File: config.mk
export PLATFORM = sky130hd
export DESIGN_NAME = gtrg_shade
export DESIGN_NICKNAME = d
export VERILOG_FILES = /design/src/rtl/gtrg_pkg.sv /design/src/rtl/gtrg_shade.sv
export SDC_FILE = /design/constraint.sdc
export NUM_CORES = 1
export LEC_CHECK = 0
export CORE_MARGIN = 4
export CORE_UTILIZATION = 55
export CTS_CLUSTER_SIZE = 10
export DETAILED_ROUTE_END_ITERATION = 7
export DONT_BUFFER_PORTS = 1
export PLACE_DENSITY = 0.69
export SYNTH_ARGS = -nofsm -noshare
export SYNTH_HDL_FRONTEND = slang
export SYNTH_SLANG_ARGS = --single-unit
File: constraint.sdc
create_clock -name clk -period 7 [get_ports clk]
set_input_delay 1.4 -clock clk [delete_from_list [all_inputs] [get_ports clk]]
set_output_delay 1.4 -clock clk [all_outputs]
set_load 0.005 [all_outputs]
File: src/rtl/gtrg_pkg.sv
// Shared types, constants and font helper functions for the glyph rectangle generator.
package gtrg_pkg;

  localparam int CELL_ROWS   = 7;
  localparam int CELL_COLS   = 5;
  localparam int CELLS       = CELL_ROWS * CELL_COLS;
  localparam int CODES       = 256;
  localparam int STORE_DEPTH = CODES * CELLS;
  localparam int ADDR_W      = 14;
  localparam int CELL_W      = 25;
  localparam int RGB_W       = 24;
  localparam int COORD_W     = 18;
  localparam int SURF_W      = 13;
  localparam int POS_W       = 12;
  localparam int DIM_W       = 4;
  localparam int CLIP_MAX    = 4096;
  localparam int CFG_IDX_W   = 2;
  localparam int QUEUE_DEPTH = 2;
  localparam int OCC_BIT     = 24;

  localparam logic [CFG_IDX_W-1:0] CFG_SURFACE_WIDTH  = 2'd0;
  localparam logic [CFG_IDX_W-1:0] CFG_SURFACE_HEIGHT = 2'd1;

  localparam logic REQ_WRITE = 1'b1;

  localparam logic [7:0] SPACE_CODE   = 8'h20;
  localparam logic [7:0] BINARY_CODES = 8'd32;

  localparam logic [4:0] ROW_FULL  = 5'h1F;
  localparam logic [4:0] ROW_SIDES = 5'h11;
  localparam logic [4:0] ROW_BOX   = 5'h15;
  localparam logic [4:0] ROW_DOT   = 5'h04;

  localparam logic [2:0] LAST_ROW = 3'(CELL_ROWS - 1);
  localparam logic [2:0] LAST_COL = 3'(CELL_COLS - 1);

  typedef enum logic [1:0] {
    OP_NOP,
    OP_DRAW,
    OP_WRITE
  } op_t;

  typedef enum logic [1:0] {
    BK_INIT,
    BK_IDLE,
    BK_DRAW
  } back_state_t;

  typedef struct packed {
    op_t                       op;
    logic [7:0]                code;
    logic signed [COORD_W-1:0] bx;
    logic signed [15:0]        by;
    logic [RGB_W-1:0]          tint;
    logic [2:0]                row;
    logic [2:0]                col;
    logic                      on;
    logic [RGB_W-1:0]          rgb;
  } qentry_t;

  typedef struct packed {
    logic                      v;
    logic                      fin;
    logic signed [COORD_W-1:0] x;
    logic signed [COORD_W-1:0] y;
    logic [RGB_W-1:0]          tint;
  } cell_tag_t;

  typedef struct packed {
    logic [SURF_W-1:0] width;
    logic [SURF_W-1:0] height;
  } clip_cfg_t;

  function automatic logic [ADDR_W-1:0] glyph_addr(input logic [7:0] code,
                                                   input logic [2:0] row,
                                                   input logic [2:0] col);
    glyph_addr = ADDR_W'(code) * ADDR_W'(CELLS) + ADDR_W'(row) * ADDR_W'(CELL_COLS)
               + ADDR_W'(col);
  endfunction

  function automatic logic [4:0] box_row(input logic [2:0] row);
    logic [4:0] bits;
    unique case (row)
      3'd0:             bits = ROW_FULL;
      3'd1, 3'd5:       bits = ROW_SIDES;
      3'd2, 3'd3, 3'd4: bits = ROW_BOX;
      default:          bits = ROW_FULL;
    endcase
    return bits;
  endfunction

  function automatic logic [CELL_W-1:0] fallback_cell(input logic [7:0] code,
                                                      input logic [2:0] row,
                                                      input logic [2:0] col);
    logic [4:0] bits;
    logic [2:0] sel;
    logic       on;
    bits = box_row(row);
    sel  = 3'd5 - row;
    if (code == SPACE_CODE) begin
      bits = '0;
    end else if (code < BINARY_CODES) begin
      if (row == 3'd0 || row == LAST_ROW) begin
        bits = ROW_FULL;
      end else begin
        bits = ROW_SIDES | (code[sel] ? ROW_DOT : 5'd0);
      end
    end
    on = bits[3'd4 - col];
    return on ? {1'b1, {RGB_W{1'b1}}} : '0;
  endfunction

endpackage

File: src/rtl/gtrg_shade.sv
// Clipping, tinting and last-rectangle marking of scanned glyph cells.
module gtrg_shade import gtrg_pkg::*; #(
  parameter int GLYPH_SCALE = 2
) (
  input  logic              clk,
  input  logic              rst_n,
  input  clip_cfg_t         clip,
  input  cell_tag_t         tag,
  input  logic [CELL_W-1:0] cell_data,
  output logic              out_valid,
  output logic [POS_W-1:0]  out_rect_x,
  output logic [POS_W-1:0]  out_rect_y,
  output logic [DIM_W-1:0]  out_rect_w,
  output logic [DIM_W-1:0]  out_rect_h,
  output logic [RGB_W-1:0]  out_fill_color,
  output logic              out_last_rect
);

  logic [SURF_W-1:0]         wlim, hlim;
  logic signed [COORD_W-1:0] x1, y1, wl, hl, left, right, top, bottom;
  logic                      vis;
  logic [2:0][15:0]          prod, qsum;
  logic [RGB_W-1:0]          color;

  logic                 s2_v_r, s2_fin_r, s2_vis_r;
  logic [POS_W-1:0]     s2_x_r, s2_y_r;
  logic [DIM_W-1:0]     s2_w_r, s2_h_r;
  logic [2:0][15:0]     s2_prod_r;

  logic                 hold_v_r, hold_v_nxt;
  logic                 flush_r, flush_nxt;
  logic                 load_hold;
  logic [POS_W-1:0]     hold_x_r, hold_y_r;
  logic [DIM_W-1:0]     hold_w_r, hold_h_r;
  logic [RGB_W-1:0]     hold_color_r;

  logic                 out_valid_r, out_valid_nxt;
  logic                 out_last_r, out_last_nxt;
  logic [POS_W-1:0]     out_x_r, out_y_r;
  logic [DIM_W-1:0]     out_w_r, out_h_r;
  logic [RGB_W-1:0]     out_color_r;

  logic cand_vis, cand_fin;

  always_comb begin
    wlim   = (clip.width > SURF_W'(CLIP_MAX)) ? SURF_W'(CLIP_MAX) : clip.width;
    hlim   = (clip.height > SURF_W'(CLIP_MAX)) ? SURF_W'(CLIP_MAX) : clip.height;
    wl     = COORD_W'(wlim);
    hl     = COORD_W'(hlim);
    x1     = tag.x + COORD_W'(GLYPH_SCALE);
    y1     = tag.y + COORD_W'(GLYPH_SCALE);
    left   = (tag.x > 0) ? tag.x : '0;
    top    = (tag.y > 0) ? tag.y : '0;
    right  = (x1 < wl) ? x1 : wl;
    bottom = (y1 < hl) ? y1 : hl;
    vis    = cell_data[OCC_BIT] && (right > left) && (bottom > top);
    for (int i = 0; i < 3; i++) begin
      prod[i] = 16'(cell_data[8*i +: 8]) * 16'(tag.tint[8*i +: 8]);
    end
  end

  always_ff @(posedge clk) begin
    if (!rst_n) begin
      s2_v_r   <= 1'b0;
      s2_fin_r <= 1'b0;
    end else begin
      s2_v_r   <= tag.v;
      s2_fin_r <= tag.fin;
    end
  end

  always_ff @(posedge clk) begin
    s2_vis_r  <= vis;
    s2_x_r    <= POS_W'(left);
    s2_y_r    <= POS_W'(top);
    s2_w_r    <= DIM_W'(right - left);
    s2_h_r    <= DIM_W'(bottom - top);
    s2_prod_r <= prod;
  end

  // Floor division by 255 of a product of two bytes: (p + (p >> 8) + 1) >> 8.
  always_comb begin
    for (int i = 0; i < 3; i++) begin
      qsum[i]          = s2_prod_r[i] + (s2_prod_r[i] >> 8) + 16'd1;
      color[8*i +: 8]  = qsum[i][15:8];
    end
  end

  assign cand_vis = s2_v_r && s2_vis_r;
  assign cand_fin = s2_v_r && s2_fin_r;

  // A visible rectangle waits in the hold register until the next one or the
  // end of its character shows whether it is the last.
  always_comb begin
    out_valid_nxt = 1'b0;
    out_last_nxt  = 1'b0;
    hold_v_nxt    = hold_v_r;
    flush_nxt     = 1'b0;
    load_hold     = 1'b0;
    priority if (flush_r) begin
      out_valid_nxt = 1'b1;
      out_last_nxt  = 1'b1;
      hold_v_nxt    = cand_vis;
      load_hold     = cand_vis;
    end else if (cand_vis) begin
      out_valid_nxt = hold_v_r;
      hold_v_nxt    = 1'b1;
      load_hold     = 1'b1;
      flush_nxt     = cand_fin;
    end else if (cand_fin) begin
      out_valid_nxt = hold_v_r;
      out_last_nxt  = hold_v_r;
      hold_v_nxt    = 1'b0;
    end else begin
    end
  end

  always_ff @(posedge clk) begin
    if (!rst_n) begin
      hold_v_r    <= 1'b0;
      flush_r     <= 1'b0;
      out_valid_r <= 1'b0;
      out_last_r  <= 1'b0;
    end else begin
      hold_v_r    <= hold_v_nxt;
      flush_r     <= flush_nxt;
      out_valid_r <= out_valid_nxt;
      out_last_r  <= out_last_nxt;
    end
  end

  always_ff @(posedge clk) begin
    if (load_hold) begin
      hold_x_r     <= s2_x_r;
      hold_y_r     <= s2_y_r;
      hold_w_r     <= s2_w_r;
      hold_h_r     <= s2_h_r;
      hold_color_r <= color;
    end
    out_x_r     <= hold_x_r;
    out_y_r     <= hold_y_r;
    out_w_r     <= hold_w_r;
    out_h_r     <= hold_h_r;
    out_color_r <= hold_color_r;
  end

  assign out_valid      = out_valid_r;
  assign out_last_rect  = out_last_r;
  assign out_rect_x     = out_x_r;
  assign out_rect_y     = out_y_r;
  assign out_rect_w     = out_w_r;
  assign out_rect_h     = out_h_r;
  assign out_fill_color = out_color_r;

  a_rect_size: assert property (@(posedge clk) disable iff (!rst_n)
    out_valid_r |-> (out_w_r != '0) && (out_w_r <= DIM_W'(GLYPH_SCALE))
                 && (out_h_r != '0) && (out_h_r <= DIM_W'(GLYPH_SCALE)))
    else $error("rectangle size out of range");

  a_flush_has_hold: assert property (@(posedge clk) disable iff (!rst_n)
    flush_r |-> hold_v_r)
    else $error("flush without a held rectangle");

  a_flush_no_second_end: assert property (@(posedge clk) disable iff (!rst_n)
    flush_r |-> !cand_fin)
    else $error("character end during flush");

  a_last_clears_hold: assert property (@(posedge clk) disable iff (!rst_n)
    (out_valid_nxt && out_last_nxt && !cand_vis) |=> !hold_v_r)
    else $error("hold still valid after last rectangle");

endmodule
### Word-level counts from Yosys, hierarchy flattened

Cells that the tools add are included.

* multipliers: 3
* bitwise gates (word level): 2
* magnitude comparators: 8
* reduce and logical (&&, ||, !) cells: 6
* add/sub/neg operators: 10
* multiplexer cells: 16

Operator list (number)
* 18-bit 2-to-1 mux: 4
* 16-bit by 1-bit adder with 16-bit output, second input constant: 3
* 16-bit by 8-bit adder with 16-bit output: 3
* 8-bit by 8-bit multiplier with 16-bit output: 3
* 18-bit by 3-bit adder with 18-bit output, second input constant: 2
* 18-bit by 1-bit greater-than comparator with 1-bit output, second input constant: 2
* 18-bit greater-than comparator: 2
* 18-bit by 14-bit < comparator with 1-bit output: 2
* 13-bit greater-than comparator, second input constant: 2
* 13-bit 2-to-1 mux: 2
* 1-bit 2-to-1 mux: 10
* 4-bit subtractor: 2
* 1-bit logical AND: 4
* 3-bit nonzero test: 1
* 3-bit OR reduction: 1
* 1-bit NOT: 2

* output and inout port bits: 58
* flip-flop bits (word level): 199

### Longest topological paths before layout

Gate-level depths: netlist of the first run.

* depth in word-level cells: 7
* mapped depth: 24
* gate-level depth less buffers: 23

### Worst setup path before layout of the first run

No wires, ideal clock.

* kind: input to register
* start point: input port tag[43] (netlist name)
* end point: register s2_vis_r
* arrival: 5.341 ns
* path buffers: 2
* stages on the path: 23
* setup time: 0.118 ns
* required time: 6.882 ns
* setup slack: 1.541 ns
* cell sequence: ha_1 nand2_1 nor3_1 nand2_1 xnor2_1 ha_1 nand2_1 o21ai_0 a2111oi_0 a21oi_1 or4_1 ha_1 clkbuf_1 clkbuf_1 nor2_1 a21oi_1 ha_1 a21o_1 a21o_1 a21oi_1 o21ai_0 a21oi_1 nor3_1

* longest elaborated chain between the ends: 6
* elaborated cells between the ends (all ways): 8
* those cells by class: add/sub (1); order compare (3); mux (2); reduce/logical (2)

Ends and longest elaborated chain
* start, declared: RTL line gtrg_shade.sv:8 `input cell_tag_t tag,`
* 18-bit by 3-bit adder with 18-bit output: RTL line gtrg_shade.sv:50 `x1 = tag.x + COORD_W'(GLYPH_SCALE);`
* 18-bit by 14-bit < comparator with 1-bit output: RTL line gtrg_shade.sv:54 `right = (x1 < wl) ? x1 : wl;`
* 18-bit 2-to-1 mux: RTL line gtrg_shade.sv:54
* 18-bit greater-than comparator *: RTL line gtrg_shade.sv:56 `vis = cell_data[OCC_BIT] && (right > left) && (bottom > top);`
* 1-bit logical AND * (2 in a row): RTL line gtrg_shade.sv:56
* net vis: RTL line gtrg_shade.sv:21 `logic vis;`
* end signal, assigned: RTL line gtrg_shade.sv:73 `s2_vis_r <= vis;`
* end, declared: RTL line gtrg_shade.sv:25 `logic s2_v_r, s2_fin_r, s2_vis_r;`

The timed path passes the listed nets; every way through them passes the cells marked *.
A chain may end at the register's enable or synchronous reset.

### Worst setup path after layout of the first run

Ends and elaborated chain as after synthesis.

==> flow_summary.ini, run 1 <==
[clocking]
htreeDepth = 4
clkLatencyLatePin_ns = 0.43
cts_setup_buffers = 0
ctsResizeCount = 0
clock_sinks = 199
cts.path.max_buffers = 2
clkTransAtPathRegs_ns = 0.07
cts_tree = built
ctsHoldBuffers = 0
root_buffer = clkbuf_16
cts_buffers = 17

[global_route]
grt_pass1_wl_um = 47500
antenna_found_initial = 1
track_usage = 0.202
grt_max_degree = 38
grt_pass1_vias = 9938
gr-total-overflow = 0

[detailed_routing]
num_vias = 9726
drt_first_pass_iters = 5
drt_wl_total_um = 27900
antenna_left = 0
drt_iter0_markers = 376
viasPerCell = 5.40
drc = 0
drt-wirelength-per-cell_um = 15.5

[floorplanning]
row_count = 58
die_height_um = 169
die-area_um2 = 28600
start_util = 0.563
core_um2 = 25300
die_w_um = 169
ios = 173

[finish]
largest_reg_flops = 48
area_growth_pct = 6.67
finalInstanceArea_um2 = 15200
final_cell_mix = ha_1, inv_1, nand2_1
drive_gt1_frac = 0.0320
utilization = 0.601
regMostFlops = s2_prod_r
final_common_cell = ha_1
fin_nets = 1875

[critical_path]
crit_path_end_kind = register
reg2reg_depth = 7
worstReg2RegStart = s2_prod_r[26]
arrival_ns = 5.89
worstReg2RegEnd = hold_color_r[15]
reg2reg_slack_ns = 4.78
cp-start-kind = input port
critPathMaxFanout = 28
worstSetupPathType = input port to register
crit_required_ns = 7.31

[sta]
slew_violations = 0
worst_pin_slew_ns = 0.826
rsz0062_at_grt = false
min_period_ns = 5.58
hold_violations = 0
layout_setup_ws_ns = 1.42
whs_ns = 0.340
max_freq_ghz = 0.179
fin_skew_ns = 0.00790
setup_viol = 0
setup_tns_ns = 0
relSlewSlack = 0.449
post-route-period-util = 0.797

[pwr]
power_density_nw_per_um2 = 272
p_leak_nw = 7.20
vdd_ir_drop_max_mv = 0.232

[status]
status = finished clean

[synthesis]
ys_ff_latch = 199
ys_seq_area_frac = 0.318
ys_types = 58
syn_area_per_cell_um2 = 9.84
synthTopCellsByArea = dfxtp_1, ha_1, fa_1
yosysTopAreaCell = dfxtp_1
synthCells = 1450
yosysTopAreaCellShare = 0.201
synth_edf_count = 56
async_flop_share = 0
synth_warnings = 0
synthFlopType = dfxtp_1
synth_area_um2 = 14300

[placement]
port-buffer-count = 0
dp_hpwl_um = 23200
pre_cts_ws_ns = 1.02
gp_congestion = 0.898
placed_area_um2 = 14600

[min_path]
holdPathStages = 0
hp-start = hold_color_r[15]
holdPathEnd = out_fill_color[15]
min_path_type = register to register

[run]
cap_violations = 0
==> worst max-delay path, stage by stage <==
cell and delay, ns:
ha_1 0.21, nand2_1 0.14, nor4_4 0.40, xor2_1 0.22, ha_1 0.27, a2111oi_0 0.36, a21oi_1 0.11, or4_1 0.41
ha_1 0.85, nor2b_1 0.10, a31oi_1 0.18, ha_1 0.17, inv_1 0.06, fa_1 0.40, a21oi_1 0.15, o22ai_1 0.08
nor2_1 0.08, o21ai_0 0.08, a21oi_1 0.16, nor3_1 0.07
==> worst max-delay path by stage <==
| stage | start | to | slack (ns) | depth (start not counted) |
|---|---|---|---|---|
| detailed placement | tag[43] | s2_vis_r | 1.02 | 20 |
| floorplan | tag[43] | s2_vis_r | 1.54 | 23 |
| CTS | tag[43] | s2_vis_r | 1.48 | 20 |
| finish | tag[43] | s2_vis_r | 1.42 | 20 |
| global placement | tag[43] | s2_vis_r | 1.09 | 23 |
| global route | tag[43] | s2_vis_r | 1.0 | 23 |
==> cells by family after synthesis <==
logic type,share of synthesized area
buf+inv,0.0523
fa+ha+maj,0.324
simple gates,0.176
xor+xnor,0.0534
other cells,0.000263
mux,0.00430
compound gates,0.0719
flops,0.318
==> through the flow <==
step                power [mW]  cells
floorplan                 2.89   1451
global placement          3.19   1768
detailed placement        3.23   1768
CTS                       4.20   1800
global route              4.54   1801
finish                    4.14   1801
==> metal layers <==
| metal | global-route usage | vias up | share of wire |
|---|---|---|---|
| met5 | 0 | - | 0 |
| met4 | 0.0518 | 0 | 0.017 |
| met3 | 0.0390 | 32 | 0.045 |
| met2 | 0.342 | 204 | 0.48 |
| met1 | 0.270 | 4671 | 0.46 |
| li1 | - | 4819 | - |
==> Yosys cell counts, types with 27 or more instances <==
| cell | number |
|---|---|
| nor2_1 | 77 |
| xnor2_1 | 60 |
| dfxtp_1 | 143 |
| nand2_1 | 168 |
| and2_1 | 113 |
| nand3_1 | 27 |
| edfxtp_1 | 56 |
| ha_1 | 193 |
| a21oi_1 | 58 |
| o21ai_0 | 30 |
| inv_1 | 182 |
| fa_1 | 110 |
| xor2_1 | 27 |
==> power by group <==
group	internal, mW	switching [mW]	total, mW
Combinational	0.779	0.874	1.65
Sequential	1.41	0.130	1.54
Clock	0.532	0.412	0.943
==> cell type report <==
type / count / area (µm²)
inverter: 182 / 683
clock inverter: 13 / 146
antenna: 1 / 2.50
multi-input combinational: 1055 / 8990
sequential: 199 / 4540
fill: 2181 / 10100
tap: 330 / 413
timing repair buffer: 2 / 15.0
clock buffer: 19 / 433
No activity file was read; power rests on OpenSTA's default activity.
==> run 2, diff against run 1 <==
==> constraint.sdc (replaced) <==
create_clock -name clk -period 5.7 [get_ports clk]
set_input_delay 1.14 -clock clk [delete_from_list [all_inputs] [get_ports clk]]
set_output_delay 1.14 -clock clk [all_outputs]
set_load 0.005 [all_outputs]
==> run 2 against run 1 <==
Non-clock buffer count up 2. Worst hold slack worse by 0.0019 ns. Power up 21%. Sequential power up 23%. Combinational power up 24%. Global-route usage up 0.17 points. Die area unchanged. Largest cell class unchanged.
==> flow_summary.ini, run 2 (synthesis gave the netlist of run 1 again) <==
[status]
status = finished clean

[global_route]
grtUsageMet2 = 0.339
grt_use_met3 = 0.0343
grt.busiest_layer = met2
grt_pass1_wl_um = 48000
grt_max_degree = 34
antenna_found_initial = 0
use_met1 = 0.279
track_usage = 0.204
gr-total-overflow = 0
grt_pass1_vias = 9907

[clocking]
root_buffer = clkbuf_16
htreeDepth = 4
clock_sinks = 199
cts.path.max_buffers = 2
ctsResizeCount = 0
cts_tree = built
cts_setup_buffers = 0
clkLatencyLatePin_ns = 0.42
ctsHoldBuffers = 0
clkTransAtPathRegs_ns = 0.07
cts_buffers = 17

[finish]
finalInstanceArea_um2 = 15200
multi_input_area_um2 = 8990
drive_gt1_frac = 0.0326
regArea_um2 = 4540
regMostFlops = s2_prod_r
fin_nets = 1877
nFillCells = 2186
final_cell_mix = ha_1, inv_1, nand2_1
largest_reg_flops = 48
antenna_cells = 0
final_common_cell = ha_1
area_growth_pct = 6.48

[placement]
gp_congestion = 0.882
placed_area_um2 = 14700
dp_hpwl_um = 23300
pre_cts_ws_ns = 0.311
port-buffer-count = 0

[floorplanning]
die_w_um = 169
ios = 173
die-area_um2 = 28600
row_count = 58
core_um2 = 25300
die_height_um = 169
start_util = 0.563

[run]
cap_violations = 0

[sta]
rsz0062_at_grt = false
worst_pin_slew_ns = 0.619
setup_viol = 0
hold_violations = 0
relSlewSlack = 0.587
min_period_ns = 5.01
post-route-period-util = 0.880
layout_setup_ws_ns = 0.685
slew_violations = 0
max_freq_ghz = 0.199
setup_tns_ns = 0
fin_skew_ns = 0.00727

[detailed_routing]
drt_first_pass_iters = 5
viasPerCell = 5.44
drt-wirelength-per-cell_um = 15.7
drc = 0
drt_wl_total_um = 28200
drt_iter0_markers = 539
antenna_left = 0
num_vias = 9810

[critical_path]
arrival_ns = 5.33
crit_top_cell = ha_1
crit_path_end_kind = register
cp-start-kind = input port
path_cells = ha_1, and2_1, nand2_1, xnor2_1, ha_1, a21o_1, a21o_1, a211oi_1, o2111ai_1, a31oi_1, nand4_1, ha_1, buf_4, nor2_1, a21oi_1, ha_1, a21oi_1, o21ai_0, a221oi_1, o21ai_0, a21oi_1, nor3_1
critPathMaxFanout = 21
worstSetupPathType = input port to register
crit_required_ns = 6.01
slowest_stage = ha_1
slowest_delay_ns = 0.44

[pwr]
vdd_ir_drop_max_mv = 0.331
power_density_nw_per_um2 = 331
p_leak_nw = 7.20

[min_path]
min_path_type = register to register
run 2: cell type report:
class | count | share of cell area
multi-input combinational | 1055 | 0.591
sequential | 199 | 0.299
inverter | 182 | 0.0450
clock buffer | 21 | 0.0290
tap | 330 | 0.0272
clock inverter | 11 | 0.00650
timing repair buffer | 4 | 0.00198
run 2: metrics by stage:
step,cells,power (mW),utilization,hold slack (ns)
2_1_floorplan,1451,3.55,-,0.323
4_1_cts,1802,5.09,0.600,0.338
3_5_place_dp,1770,3.98,0.579,0.327
5_1_grt,1802,5.52,0.600,0.346
6_report,1802,5.03,0.600,0.338
3_3_place_gp,1770,3.92,0.579,0.324
run 2: final timing paths:
kind                                     from               end  slack (ns)  cells after the start
worst max register to register  s2_prod_r[26]  hold_color_r[15]        3.45                      7
worst min register to register    hold_w_r[2]     out_rect_w[2]        0.34                      0
worst min-delay path              hold_w_r[2]     out_rect_w[2]        0.34                      0
worst max-delay path                  tag[25]          s2_vis_r        0.69                     22
run 2: worst max-delay path, delay by kind of cell:
family	cells	cell delay, ns
compound gates	11	1.89
xor+xnor	1	0.20
fa+ha+maj	4	1.16
buf+inv	1	0.30
simple gates	5	0.61
run 2: report_power, final:
part,switching [mW],internal (mW),leakage [nW]
Clock,0.488,0.603,0.260
Sequential,0.160,1.74,1.67
Combinational,1.08,0.960,5.26
run 2: metal layers:
layer,share of wire,up-vias,wire (µm)
met3,0.046,33,1310
met2,0.48,237,13500
met1,0.46,4719,12900
li1,-,4821,-
met5,0,-,0
met4,0.017,0,481
