`config.mk`:
```
export PLATFORM = sky130hd
export DESIGN_NAME = gtrg_front
export DESIGN_NICKNAME = d
export VERILOG_FILES = /design/src/rtl/gtrg_pkg.sv /design/src/rtl/gtrg_front.sv
export SDC_FILE = /design/constraint.sdc
export NUM_CORES = 1
export LEC_CHECK = 0
export BUFFER_PORTS_ARGS = -buffer_cell sky130_fd_sc_hd__buf_2
export CELL_PAD_IN_SITES_DETAIL_PLACEMENT = 0
export CELL_PAD_IN_SITES_GLOBAL_PLACEMENT = 1
export CORE_UTILIZATION = 19
export DETAILED_ROUTE_END_ITERATION = 16
export PLACE_DENSITY_LB_ADDON = 0.3
export REMOVE_ABC_BUFFERS = 1
export SLEW_MARGIN = 20
export SYNTH_ARGS = -nofsm -noshare
export SYNTH_HDL_FRONTEND = slang
export SYNTH_SLANG_ARGS = --single-unit
```
`constraint.sdc`:
```
create_clock -name vclk -period 7.5
set_clock_uncertainty 0.15 [all_clocks]
set_input_delay 1.875 -clock vclk [all_inputs]
set_output_delay 1.875 -clock vclk [all_outputs]
set_load 0.1 [all_outputs]
```
`src/rtl/gtrg_pkg.sv`:
```
// Shared types, constants and font helper functions for the glyph rectangle generator.
package gtrg_pkg;

  localparam int CELL_ROWS   = 7;
  localparam int CELL_COLS   = 5;
  localparam int CELLS       = CELL_ROWS * CELL_COLS;
  localparam int CODES       = 256;
  localparam int STORE_DEPTH = CODES * CELLS;
  localparam int ADDR_W      = 14;
  localparam int CELL_W      = 25;
  localparam int RGB_W       = 24;
  localparam int COORD_W     = 18;
  localparam int SURF_W      = 13;
  localparam int POS_W       = 12;
  localparam int DIM_W       = 4;
  localparam int CLIP_MAX    = 4096;
  localparam int CFG_IDX_W   = 2;
  localparam int QUEUE_DEPTH = 2;
  localparam int OCC_BIT     = 24;

  localparam logic [CFG_IDX_W-1:0] CFG_SURFACE_WIDTH  = 2'd0;
  localparam logic [CFG_IDX_W-1:0] CFG_SURFACE_HEIGHT = 2'd1;

  localparam logic REQ_WRITE = 1'b1;

  localparam logic [7:0] SPACE_CODE   = 8'h20;
  localparam logic [7:0] BINARY_CODES = 8'd32;

  localparam logic [4:0] ROW_FULL  = 5'h1F;
  localparam logic [4:0] ROW_SIDES = 5'h11;
  localparam logic [4:0] ROW_BOX   = 5'h15;
  localparam logic [4:0] ROW_DOT   = 5'h04;

  localparam logic [2:0] LAST_ROW = 3'(CELL_ROWS - 1);
  localparam logic [2:0] LAST_COL = 3'(CELL_COLS - 1);

  typedef enum logic [1:0] {
    OP_NOP,
    OP_DRAW,
    OP_WRITE
  } op_t;

  typedef enum logic [1:0] {
    BK_INIT,
    BK_IDLE,
    BK_DRAW
  } back_state_t;

  typedef struct packed {
    op_t                       op;
    logic [7:0]                code;
    logic signed [COORD_W-1:0] bx;
    logic signed [15:0]        by;
    logic [RGB_W-1:0]          tint;
    logic [2:0]                row;
    logic [2:0]                col;
    logic                      on;
    logic [RGB_W-1:0]          rgb;
  } qentry_t;

  typedef struct packed {
    logic                      v;
    logic                      fin;
    logic signed [COORD_W-1:0] x;
    logic signed [COORD_W-1:0] y;
    logic [RGB_W-1:0]          tint;
  } cell_tag_t;

  typedef struct packed {
    logic [SURF_W-1:0] width;
    logic [SURF_W-1:0] height;
  } clip_cfg_t;

  function automatic logic [ADDR_W-1:0] glyph_addr(input logic [7:0] code,
                                                   input logic [2:0] row,
                                                   input logic [2:0] col);
    glyph_addr = ADDR_W'(code) * ADDR_W'(CELLS) + ADDR_W'(row) * ADDR_W'(CELL_COLS)
               + ADDR_W'(col);
  endfunction

  function automatic logic [4:0] box_row(input logic [2:0] row);
    logic [4:0] bits;
    unique case (row)
      3'd0:             bits = ROW_FULL;
      3'd1, 3'd5:       bits = ROW_SIDES;
      3'd2, 3'd3, 3'd4: bits = ROW_BOX;
      default:          bits = ROW_FULL;
    endcase
    return bits;
  endfunction

  function automatic logic [CELL_W-1:0] fallback_cell(input logic [7:0] code,
                                                      input logic [2:0] row,
                                                      input logic [2:0] col);
    logic [4:0] bits;
    logic [2:0] sel;
    logic       on;
    bits = box_row(row);
    sel  = 3'd5 - row;
    if (code == SPACE_CODE) begin
      bits = '0;
    end else if (code < BINARY_CODES) begin
      if (row == 3'd0 || row == LAST_ROW) begin
        bits = ROW_FULL;
      end else begin
        bits = ROW_SIDES | (code[sel] ? ROW_DOT : 5'd0);
      end
    end
    on = bits[3'd4 - col];
    return on ? {1'b1, {RGB_W{1'b1}}} : '0;
  endfunction

endpackage

```
`src/rtl/gtrg_front.sv`:
```
// Front end: accepts command beats, classifies them and forms queue entries.
module gtrg_front import gtrg_pkg::*; #(
  parameter int GLYPH_ADVANCE = 12,
  parameter int MAX_STRING    = 256
) (
  input  logic               start,
  output logic               busy,
  input  logic               in_req_type,
  input  logic [7:0]         in_char_code,
  input  logic [7:0]         in_char_index,
  input  logic signed [15:0] in_pos_x,
  input  logic signed [15:0] in_pos_y,
  input  logic [RGB_W-1:0]   in_tint_color,
  input  logic [2:0]         in_glyph_row,
  input  logic [2:0]         in_glyph_col,
  input  logic               in_pixel_on,
  input  logic [RGB_W-1:0]   in_pixel_rgb,
  input  logic               init_done,
  input  logic               q_full,
  output logic               push,
  output qentry_t            push_data
);

  logic signed [COORD_W-1:0] advance_off;

  assign busy = ~init_done | q_full;
  assign push = start & ~busy;

  always_comb begin
    advance_off    = COORD_W'(32'(in_char_index) * GLYPH_ADVANCE);
    push_data      = '0;
    push_data.code = in_char_code;
    push_data.bx   = COORD_W'(in_pos_x) + advance_off;
    push_data.by   = in_pos_y;
    push_data.tint = in_tint_color;
    push_data.row  = in_glyph_row;
    push_data.col  = in_glyph_col;
    push_data.on   = in_pixel_on;
    push_data.rgb  = in_pixel_rgb;
    if (in_req_type == REQ_WRITE) begin
      push_data.op = (in_glyph_row <= LAST_ROW && in_glyph_col <= LAST_COL) ? OP_WRITE : OP_NOP;
    end else begin
      push_data.op = (32'(in_char_index) < MAX_STRING) ? OP_DRAW : OP_NOP;
    end
  end

endmodule

```
# After elaboration in Yosys (flattened, before gate mapping)
# Cells that the tools add are included.
dict set report op_classes {
  n_addsub 1
  multipliers 1
  n_lt_le_gt_ge 2
  mux 2
  n_bitwise 4
  reduce_logical 1
}
# cell n
set ops {}
lappend ops {{$add 16x13->17} 1}
lappend ops {{$mul 8x2->10 const B} 1}
lappend ops {{$le 3x3->1 const B} 2}
lappend ops {{$mux 2} 2}
lappend ops {{$not 1->1} 2}
lappend ops {{$and 1x1->1} 1}
lappend ops {{$logic_and 1x1->1} 1}
lappend ops {{$or 1x1->1} 1}
dict set report word_totals {
  reg_bits 0
  inputBits 107
  elab_cells 11
}

# Depth between registers and ports, before layout
# Gate-level depths: netlist of the first run.
dict set report depth {
  word_depth 4
  depth_mapped 15
  ltp_nobuf 14
}

# Worst setup path after synthesis of the first run
# Ideal clock, no wire load.
dict set report synth_path {
  kind {in2out}
  startpoint {input in_char_index[0]}
  endpoint {output push_data[82] (netlist bit)}
  arrival_time_ns 5.560
  t_required_ns 5.475
  slack_ns -0.085
  cell_stages 13
  path_cell_list {ha_1 inv_1 fa_1 nor2b_1 o21ai_0 a21boi_0 nor4_1 a311oi_1 ha_1 nand2_1 o21a_1 nor2b_1 xnor2_1}
}
# item line_no
set synth_rtl {}
lappend synth_rtl {{start, declared} gtrg_front.sv:10} ;# input logic [7:0] in_char_index,
lappend synth_rtl {{end, declared} gtrg_front.sv:21} ;# output qentry_t push_data

==> key figures, run 1 <==
STA
  • Finish-stage setup viols: 0
  • Fin Hold WS: around 3.6 ns
  • Least-Margin Pin Slew: roughly 0.54 ns
  • Hold Vio Cnt, Final: 0
  • Unrepaired setup endpoints after global routing: no
  • Fin crit share: 94.0%
  • Setup TNS: 0 ns
  • Min cycle time layout: 7.05 ns
  • Max Fclk: 142 MHz
  • Slew Viols, Final: 0
  • Rel. slew slack: between 60% and 70%

Finish
  • Sequential cell area: 0 um^2
  • Share of cells above drive strength 1: between 30% and 40%
  • Clock tree buffer count of the final layout: 0
  • Area Overhead vs Synth: -9.98%
  • Layout Cells excl Fill: about 280
  • Ant. Diodes: 0
  • Final nets: 309
  • Cell area after layout: around 1400 um^2
  • FFs & Latches: 0

Clock tree
  • CTS Hold Buffers Added: 0
  • # Post-CTS Setup Buffers: 0

Global route
  • Overflow after GRT: 0
  • First-pass GRT wire length: roughly 14,000 um
  • Pin count of the biggest net entering global routing: 10
  • Vias in the first global route: ~1,300
  • Initial antenna violation count: 0
  • GRT Total Usage: 25.6%

Floorplan
  • Die ar.: 8410 um^2
  • Die width: 91.7 um
  • Die Y: 91.7 um
  • Initial Util: 19.7%
  • Io pins: around 210
  • Cell Rows: 32
  • Core footprint: between 7000 and 8000 um^2

Drt
  • Number of vias per cell: 4.60
  • DRT Pass-1 Iters: 4
  • DRT antenna net count: 0
  • WL per Instance: 39.0 um
  • DR vias: about 1,300
  • WL final: ~11,000 um
  • Number of remaining DRC errors: 0
  • Drt initial violations: 38

Worst setup path
  • Levels on crit path: 16
  • Worst Setup Path Type: input pin to output port
  • Worst path bufs/invs: 3
  • Critical Path RT: approximately 5.5 ns
  • Crit path cell chain: buf_2 -> ha_1 -> inv_1 -> fa_1 -> nor2b_1 -> o21ai_0 -> a21boi_2 -> nor4_1 -> a311oi_1 -> ha_1 -> nand2_1 -> o21a_1 -> nor2b_1 -> a2111oi_0 -> o211ai_1 -> buf_2
  • Worst Path Max Fanout: 5
  • Worst Setup Start Kind: input pin
  • Crit-path slowest cell: fa_1
  • CP peak stage delay: between 0.3 and 0.4 ns
  • Worst setup EP type: output port
  • Critical path's top delay family: compound AO/OA/AOI/OAI gates
  • CP arrival: ~5.0 ns

Placement
  • Area after DPL: 1370 um^2
  • IO Port Bufs: 58
  • DPL Wire Length: roughly 10,000 um
  • Post-Place Cells: about 280
  • RD Place Congestion: a little under 1

Min path
  • Worst hold path depth: 0
  • Min-delay worst type: input pin to output port

Status
  • Outcome: finished clean

Yosys
  • Register area share after synthesis: 0%
  • Synth Instances: 204
  • Yosys cell types: 38
  • Post-Syn Area: 1530 um^2
  • YS warnings: 0
  • Synth Area per Inst: between 7 and 8 um^2

Power and ir drop
  • Lkg Pwr: around 0.67 nW
  • VDD IR max: 171 uV
  • Power per cell area: about 290 nW/um^2

Job
  • Max Cap Viol: 0
layout by cell type, fill, tap and decap left out, types with 2 or more instances in the layout:
cell,synthesis,routed
nor2_1,5,5
xnor2_1,9,9
nor3b_1,3,3
a21oi_1,9,9
o211ai_1,3,3
nor2b_1,4,4
nor3_1,2,2
buf_12,0,3
o41ai_1,2,2
a31oi_1,3,3
inv_1,12,12
a21o_1,4,4
nand2_1,11,11
o21bai_1,2,2
xor2_1,5,5
o21ai_0,4,4
buf_2,0,55
fa_1,2,2
o21a_1,2,2
ha_1,19,19
nand3_1,3,3
area by class of cell:
cell class                 count  area [um^2]
multi-input combinational    109          868
timing repair buffer          58          335
tap                          102          128
fill                         933         6390
inverter                      12         45.0
Yosys cell counts, types with 3 or more instances:
| cell | count | area (um^2) |
|---|---|---|
| xnor2_1 | 9 | 78.8 |
| nor3b_1 | 3 | 22.5 |
| nor2_1 | 5 | 18.8 |
| a21oi_1 | 9 | 45.0 |
| nor2b_1 | 4 | 25.0 |
| a21o_1 | 4 | 30.0 |
| o211ai_1 | 3 | 22.5 |
| xor2_1 | 5 | 43.8 |
| inv_1 | 12 | 45.0 |
| ha_1 | 19 | 238 |
| a31oi_1 | 3 | 18.8 |
| buf_4 | 82 | 616 |
| nand2_1 | 11 | 41.3 |
| o21ai_0 | 4 | 20.0 |
| nand3_1 | 3 | 15.0 |
routing by layer:
layer / vias up / wire, um / global-route usage [%]
met5: - / 110 / 10.3
met4: 4 / 140 / 2.47
met3: 8 / 3650 / 39.7
met2: 203 / 5180 / 43.9
met1: 514 / 1880 / 12.6
li1: 565 / - / -
path summary, 6_finish.rpt:
| path | from | endpoint | slack [ns] |
|---|---|---|---|
| worst min-delay path | in_tint_color[22] | push_data[53] | 3.60 |
| worst max-delay path | in_char_index[1] | push_data[86] | 0.45 |
logic make-up after synthesis:
logic type,share of synthesized area [%]
AOI/OAI and AO/OA,18.1
xor gates and xnor gates,8.02
adders and majority gates,18.2
buffers and inverters,43.5
and+or+nand+nor,12.3
through the flow:
stage | util [%] | setup WS (ns) | power (mW)
after floorplan | - | -0.200 | 0.308
after global placement | 17.7 | 0.323 | 0.398
after detailed placement | 17.7 | 0.268 | 0.396
after CTS | 17.7 | 0.254 | 0.397
after global routing | 17.7 | 0.0828 | 0.414
final | 17.7 | 0.452 | 0.397
report_power, final:
part	switching, mW	leakage, nW	internal [mW]
sequential	0	0	0
combinational	0.313	0.667	0.0835
clock	0	0	0
what timing repair did:
| action | CTS | global route |
|---|---|---|
| gates resized for setup | 0 | 2 |
| endpoints found under the setup margin | 0 | 6 |
| hold endpoints to repair | 0 | 0 |
Note: power is estimated with default switching activity, not from simulation.
==> run 2: changes to the inputs <==
--- a/config.mk
+++ b/config.mk
@@ -5,10 +5,11 @@
 export SDC_FILE = /design/constraint.sdc
 export NUM_CORES = 1
 export LEC_CHECK = 0
+export ABC_AREA = 1
 export BUFFER_PORTS_ARGS = -buffer_cell sky130_fd_sc_hd__buf_2
 export CELL_PAD_IN_SITES_DETAIL_PLACEMENT = 0
 export CELL_PAD_IN_SITES_GLOBAL_PLACEMENT = 1
-export CORE_UTILIZATION = 19
+export CORE_UTILIZATION = 20
 export DETAILED_ROUTE_END_ITERATION = 16
 export PLACE_DENSITY_LB_ADDON = 0.3
 export REMOVE_ABC_BUFFERS = 1
==> run 2 against run 1 <==
First-iteration DRC count is 63% higher; die area grew 5.0%; setup slack better by 0.53 ns; final cell count grew 25%; sequential cell count unchanged; critical endpoint is now push_data[88]; largest cell class unchanged.
==> key figures, run 2 <==
STA
  • Hold Vio Cnt, Final: 0 (unchanged)
  • Slew Viols, Final: 0 (unchanged)
  • Min cycle time layout: 6.51 ns (was 7.05 ns)
  • Rel. slew slack: 66.8% (was 64.1%)
  • Unrepaired setup endpoints after global routing: no (unchanged)
  • Fin crit share: 86.9% (was 94.0%)
  • Least-Margin Pin Slew: 0.502 ns (was 0.542 ns)
  • Finish-stage setup viols: 0 (unchanged)
  • PnR worst setup slack: 0.986 ns (was 0.452 ns)
  • Max Fclk: 154 MHz (was 142 MHz)
  • Fin Hold WS: 3.60 ns (about the same)

Global route
  • First-pass GRT wire length: 13,200 um (was 13,800 um)
  • Overflow after GRT: 0 (unchanged)
  • GRT Total Usage: 23.3% (was 25.6%)
  • Vias in the first global route: 1,414 (was 1,253)
  • Initial antenna violation count: 0 (unchanged)
  • Pin count of the biggest net entering global routing: 7 (was 10)

Drt
  • DRT Pass-1 Iters: 6 (was 4)
  • DRT antenna net count: 0 (unchanged)
  • Number of remaining DRC errors: 0 (unchanged)
  • Drt initial violations: 62 (was 38)
  • WL per Instance: 29.6 um (was 39.0 um)
  • DR vias: 1,484 (was 1,294)
  • WL final: 10,400 um (was 11,000 um)
  • Number of vias per cell: 4.22 (was 4.60)

Yosys
  • Cell with the most instances after synthesis: buf_4 (unchanged)
  • Area contributors post-synth: buf_4 36%, nand2_1 14%, ha_1 14% (was buf_4 40%, ha_1 16%, xnor2_1 5.2%)
  • Yosys cell types: 24 (was 38)
  • Synth Area per Inst: 6.24 um^2 (was 7.49 um^2)
  • Post-synth top area cell: buf_4 (unchanged)
  • YS warnings: 0 (unchanged)
  • Post-Syn Area: 1690 um^2 (was 1530 um^2)
  • Synth top area share: 36.4% (was 40.3%)
  • Synth Instances: 271 (was 204)
  • Top cells by count, synth: 82 x buf_4, 64 x nand2_1, 36 x inv_1 (was 82 x buf_4, 19 x ha_1, 12 x inv_1)
  • Register area share after synthesis: 0% (unchanged)

Floorplan
  • Die width: 94.0 um (was 91.7 um)
  • Die Y: 94.0 um (was 91.7 um)
  • Die ar.: 8830 um^2 (was 8410 um^2)
  • Initial Util: 20.6% (was 19.7%)
  • Io pins: 208 (unchanged)
  • Cell Rows: 33 (was 32)
  • Core footprint: 8220 um^2 (was 7770 um^2)

Placement
  • IO Port Bufs: 58 (unchanged)
  • DPL Wire Length: 10,000 um (was 10,400 um)
  • RD Place Congestion: 0.876 (was 0.964)
  • DP Worst Slack: 0.980 ns (was 0.268 ns)

Power and ir drop
  • Lkg Pwr: 0.918 nW (was 0.667 nW)
  • VDD IR max: 93.5 uV (was 171 uV)
  • Power per cell area: 256 nW/um^2 (was 288 nW/um^2)
  • Design Power: 0.383 mW (was 0.397 mW)

Status
  • Outcome: finished clean (unchanged)

Worst setup path
  • Worst Setup Start Kind: input pin (unchanged)
  • Worst Path Max Fanout: 5 (unchanged)
  • CP arrival: 4.49 ns (was 5.02 ns)
  • Worst Setup Path Type: input pin to output port (unchanged)
  • Worst setup EP type: output port (unchanged)
  • Critical Path RT: 5.48 ns (about the same)

Finish
  • Fin util: 18.2% (was 17.7%)
  • Commonest non-fill, non-tap cell in the layout: nand2_1 (was buf_2)
  • Final nets: 377 (was 309)
  • Commonest non-fill, non-tap cells in the layout: 64 x nand2_1, 58 x buf_2, 36 x inv_1 (was 55 x buf_2, 19 x ha_1, 12 x inv_1)
  • Area Overhead vs Synth: -11.5% (was -9.98%)
  • Ant. Diodes: 0 (unchanged)
  • Sequential cell area: 0 um^2 (unchanged)
  • Share of cells above drive strength 1: 26.3% (was 35.8%)
  • Clock tree buffer count of the final layout: 0 (unchanged)
  • FFs & Latches: 0 (unchanged)

Min path
  • Min-delay worst type: input pin to output port (unchanged)
  • Worst hold path depth: 0 (unchanged)

Clock tree
  • CTS Hold Buffers Added: 0 (unchanged)
  • # Post-CTS Setup Buffers: 0 (unchanged)
  • Post-cts repair resize count: 0 (unchanged)

Job
  • Max Cap Viol: 0 (unchanged)
[run 2: cell count changes in the layout (fill, tap and decap cells not counted), moves of 3 or more]
| cell | before | now |
|---|---|---|
| nand3_1 | 3 | 16 |
| nand2_2 | 0 | 3 |
| buf_12 | 3 | 0 |
| nor2b_1 | 4 | 0 |
| a31oi_1 | 3 | 0 |
| xnor2_1 | 9 | 4 |
| a21o_1 | 4 | 0 |
| o21ai_0 | 4 | 1 |
| inv_1 | 12 | 36 |
| buf_2 | 55 | 58 |
| nand2_1 | 11 | 64 |
| nor2_1 | 5 | 12 |
[run 2: final cells by class]
type	count	area, um^2
fillers	977	6720
inverters	36	135
multi-input cells	153	941
well taps	105	131
repair buffers	58	290
[run 2: through the flow]
step	instances	area, um^2	setup TNS (ns)
after CTS	352	1500	0
final	352	1500	0
after global placement	352	1500	0
after detailed placement	352	1500	0
after floorplan	189	1080	-1.15
after global routing	352	1500	0
[run 2: worst max-delay path, stage by stage]
cell      delay [ns]
buf_2           0.10
ha_1            0.16
inv_1           0.05
fa_1            0.39
inv_1           0.09
nand4_1         0.13
o211ai_1        0.15
nand2_1         0.08
nand2_1         0.08
ha_1            0.28
a21oi_1         0.26
o21ai_0         0.16
nand2_1         0.08
nand2_1         0.05
nor2_1          0.11
buf_2           0.44
[run 2: path summary, 6_finish.rpt]
kind | end | start
setup / recovery | push_data[88] | in_char_index[1]
hold / removal | push_data[1] | in_pixel_rgb[1]
[run 2: logic make-up after synthesis]
logic type | share of synthesized area, %
AOI/OAI and AO/OA | 6.07
xor gates and xnor gates | 5.70
adders and majority gates | 16.4
buffers and inverters | 44.4
and+or+nand+nor | 27.4
[run 2: where the power goes]
part           internal, mW  leakage [nW]  switching [mW]
clock                     0             0               0
combinational        0.0757         0.918           0.307
sequential                0             0               0
[run 2: routing by layer]
metal	wire length (um)	GRT usage [%]	vias up	share of wire (%)
li1	-	-	719	-
met1	2250	15.0	586	22
met2	4730	38.8	175	45
met3	3300	32.7	4	32
met4	124	2.31	0	1.2
met5	0	1.92	-	0
==> run 3: changes to the inputs <==
--- a/config.mk
+++ b/config.mk
@@ -11,7 +11,7 @@
 export CELL_PAD_IN_SITES_GLOBAL_PLACEMENT = 1
 export CORE_UTILIZATION = 20
 export DETAILED_ROUTE_END_ITERATION = 16
-export PLACE_DENSITY_LB_ADDON = 0.3
+export PLACE_DENSITY = 0.84
 export REMOVE_ABC_BUFFERS = 1
 export SLEW_MARGIN = 20
 export SYNTH_ARGS = -nofsm -noshare
==> run 3 against run 2 <==
Final cell count stayed put; setup slack improved by 0.052 ns; critical path depth unchanged; sequential cell count unchanged; first-iteration DRC count down 60%; utilization unchanged; cell area stayed put; die area unchanged; critical path type unchanged.
==> key figures, run 3 (synthesized netlist as in run 2, its figures left out) <==
Worst setup path
  • Worst setup EP type: output port (unchanged)
  • CP arrival: 4.44 ns (was 4.49 ns)
  • Crit-path slowest cell: buf_2 (unchanged)
  • Critical path's top delay family: adder cells (unchanged)
  • Critical Path RT: 5.48 ns (about the same)
  • Cell mode on critical path: nand2_1 (unchanged)
  • Worst Path Max Fanout: 5 (unchanged)
  • Worst path bufs/invs: 4 (unchanged)
  • Crit path cell chain: buf_2 -> ha_1 -> inv_1 -> fa_1 -> inv_1 -> nand4_1 -> o211ai_1 -> nand2_1 -> nand2_1 -> ha_1 -> a21oi_1 -> o21ai_0 -> nand2_1 -> nand2_1 -> nor2_1 -> buf_2 (unchanged)
  • Worst Setup Start Kind: input pin (unchanged)
  • Worst Setup Path Type: input pin to output port (unchanged)
  • CP peak stage delay: 0.44 ns (about the same)

Global route
  • Pin count of the biggest net entering global routing: 7 (unchanged)
  • Vias in the first global route: 1,388 (was 1,414)
  • First-pass GRT wire length: 12,800 um (was 13,200 um)
  • Initial antenna violation count: 0 (unchanged)
  • GRT Total Usage: 22.8% (was 23.3%)
  • Overflow after GRT: 0 (unchanged)

Drt
  • Drt initial violations: 25 (was 62)
  • Metal1 wirelength: 1910 um (was 2250 um)
  • Number of remaining DRC errors: 0 (unchanged)
  • DR vias: 1,522 (was 1,484)
  • DRT Pass-1 Iters: 4 (was 6)
  • DRT antenna net count: 0 (unchanged)
  • DR WL met3: 3460 um (was 3300 um)
  • Number of vias per cell: 4.32 (was 4.22)
  • WL final: 10,300 um (was 10,400 um)
  • Uppermost layer routed: met4 (unchanged)
  • Met2 WL: 4780 um (was 4730 um)
  • WL per Instance: 29.3 um (was 29.6 um)

STA
  • Slew Viols, Final: 0 (unchanged)
  • Setup TNS: 0 ns (unchanged)
  • PnR worst setup slack: 1.04 ns (was 0.986 ns)
  • Rel. slew slack: 65.6% (was 66.8%)
  • Max Fclk: 155 MHz (was 154 MHz)
  • Least-Margin Pin Slew: 0.520 ns (was 0.502 ns)
  • Finish-stage setup viols: 0 (unchanged)
  • Fin crit share: 86.2% (was 86.9%)
  • Unrepaired setup endpoints after global routing: no (unchanged)
  • Min cycle time layout: 6.46 ns (was 6.51 ns)
  • Hold Vio Cnt, Final: 0 (unchanged)

Finish
  • Footprint of the multi-input gates: 941 um^2 (unchanged)
  • Commonest non-fill, non-tap cells in the layout: 64 x nand2_1, 58 x buf_2, 36 x inv_1 (unchanged)
  • Commonest non-fill, non-tap cell in the layout: nand2_1 (unchanged)
  • Final nets: 377 (unchanged)
  • Sequential cell area: 0 um^2 (unchanged)
  • Area Overhead vs Synth: -11.5% (unchanged)
  • Clock tree buffer count of the final layout: 0 (unchanged)
  • Fillcell total: 959 (was 977)
  • Share of cells above drive strength 1: 26.3% (unchanged)
  • Ant. Diodes: 0 (unchanged)
  • FFs & Latches: 0 (unchanged)

Floorplan
  • Die width: 94.0 um (unchanged)
  • Die Y: 94.0 um (unchanged)
  • Cell Rows: 33 (unchanged)
  • Core footprint: 8220 um^2 (unchanged)
  • Initial Util: 20.6% (unchanged)
  • Die ar.: 8830 um^2 (unchanged)
  • Io pins: 208 (unchanged)

Job
  • Max Cap Viol: 0 (unchanged)

Placement
  • IO Port Bufs: 58 (unchanged)
  • RD Place Congestion: 0.870 (was 0.876)
  • DP Worst Slack: 1.05 ns (was 0.980 ns)
  • DPL Wire Length: 9800 um (was 10,000 um)

Status
  • Outcome: finished clean (unchanged)

Clock tree
  • CTS Hold Buffers Added: 0 (unchanged)
  • # Post-CTS Setup Buffers: 0 (unchanged)
  • Post-cts repair resize count: 0 (unchanged)

Power and ir drop
  • Lkg Pwr: 0.918 nW (unchanged)
  • VDD IR max: 93.1 uV (was 93.5 uV)
  • Power per cell area: 256 nW/um^2 (about the same)

Min path
  • Min-delay worst type: input pin to output port (unchanged)
-- run 3: cell counts in the layout (fill, tap and decap cells not counted) --
No cell type changed its count.
-- run 3: routing by layer --
layer	track usage, %	vias up
met1	11.1	617
met5	0.641	-
li1	-	714
met3	35.5	8
met2	39.4	183
met4	3.08	0
-- run 3: stage by stage --
| stage | std cells | instance area (um^2) | utilization [%] | total power [mW] | hold WS (ns) |
|---|---|---|---|---|---|
| 2_1_floorplan | 189 | 1080 | - | 0.308 | 3.60 |
| 3_3_place_gp | 352 | 1500 | 18.2 | 0.383 | 3.60 |
| 3_5_place_dp | 352 | 1500 | 18.2 | 0.384 | 3.60 |
| 4_1_cts | 352 | 1500 | 18.2 | 0.385 | 3.60 |
| 5_1_grt | 352 | 1500 | 18.2 | 0.407 | 3.60 |
| 6_report | 352 | 1500 | 18.2 | 0.383 | 3.60 |
-- run 3: cell type report --
cell class / count / share of cell area, %
inverter: 36 / 9.02
multi-input combinational: 153 / 62.8
tap: 105 / 8.77
timing repair buffer: 58 / 19.4
-- run 3: report_power, final --
part           internal, mW  switching, mW
sequential                0              0
clock                     0              0
combinational        0.0756          0.307
-- run 3: final timing paths --
kind | slack (ns) | depth (start not counted) | endpoint | from
max | 1.04 | 16 | push_data[87] | in_char_index[1]
min | 3.60 | 0 | push_data[3] | in_pixel_rgb[3]
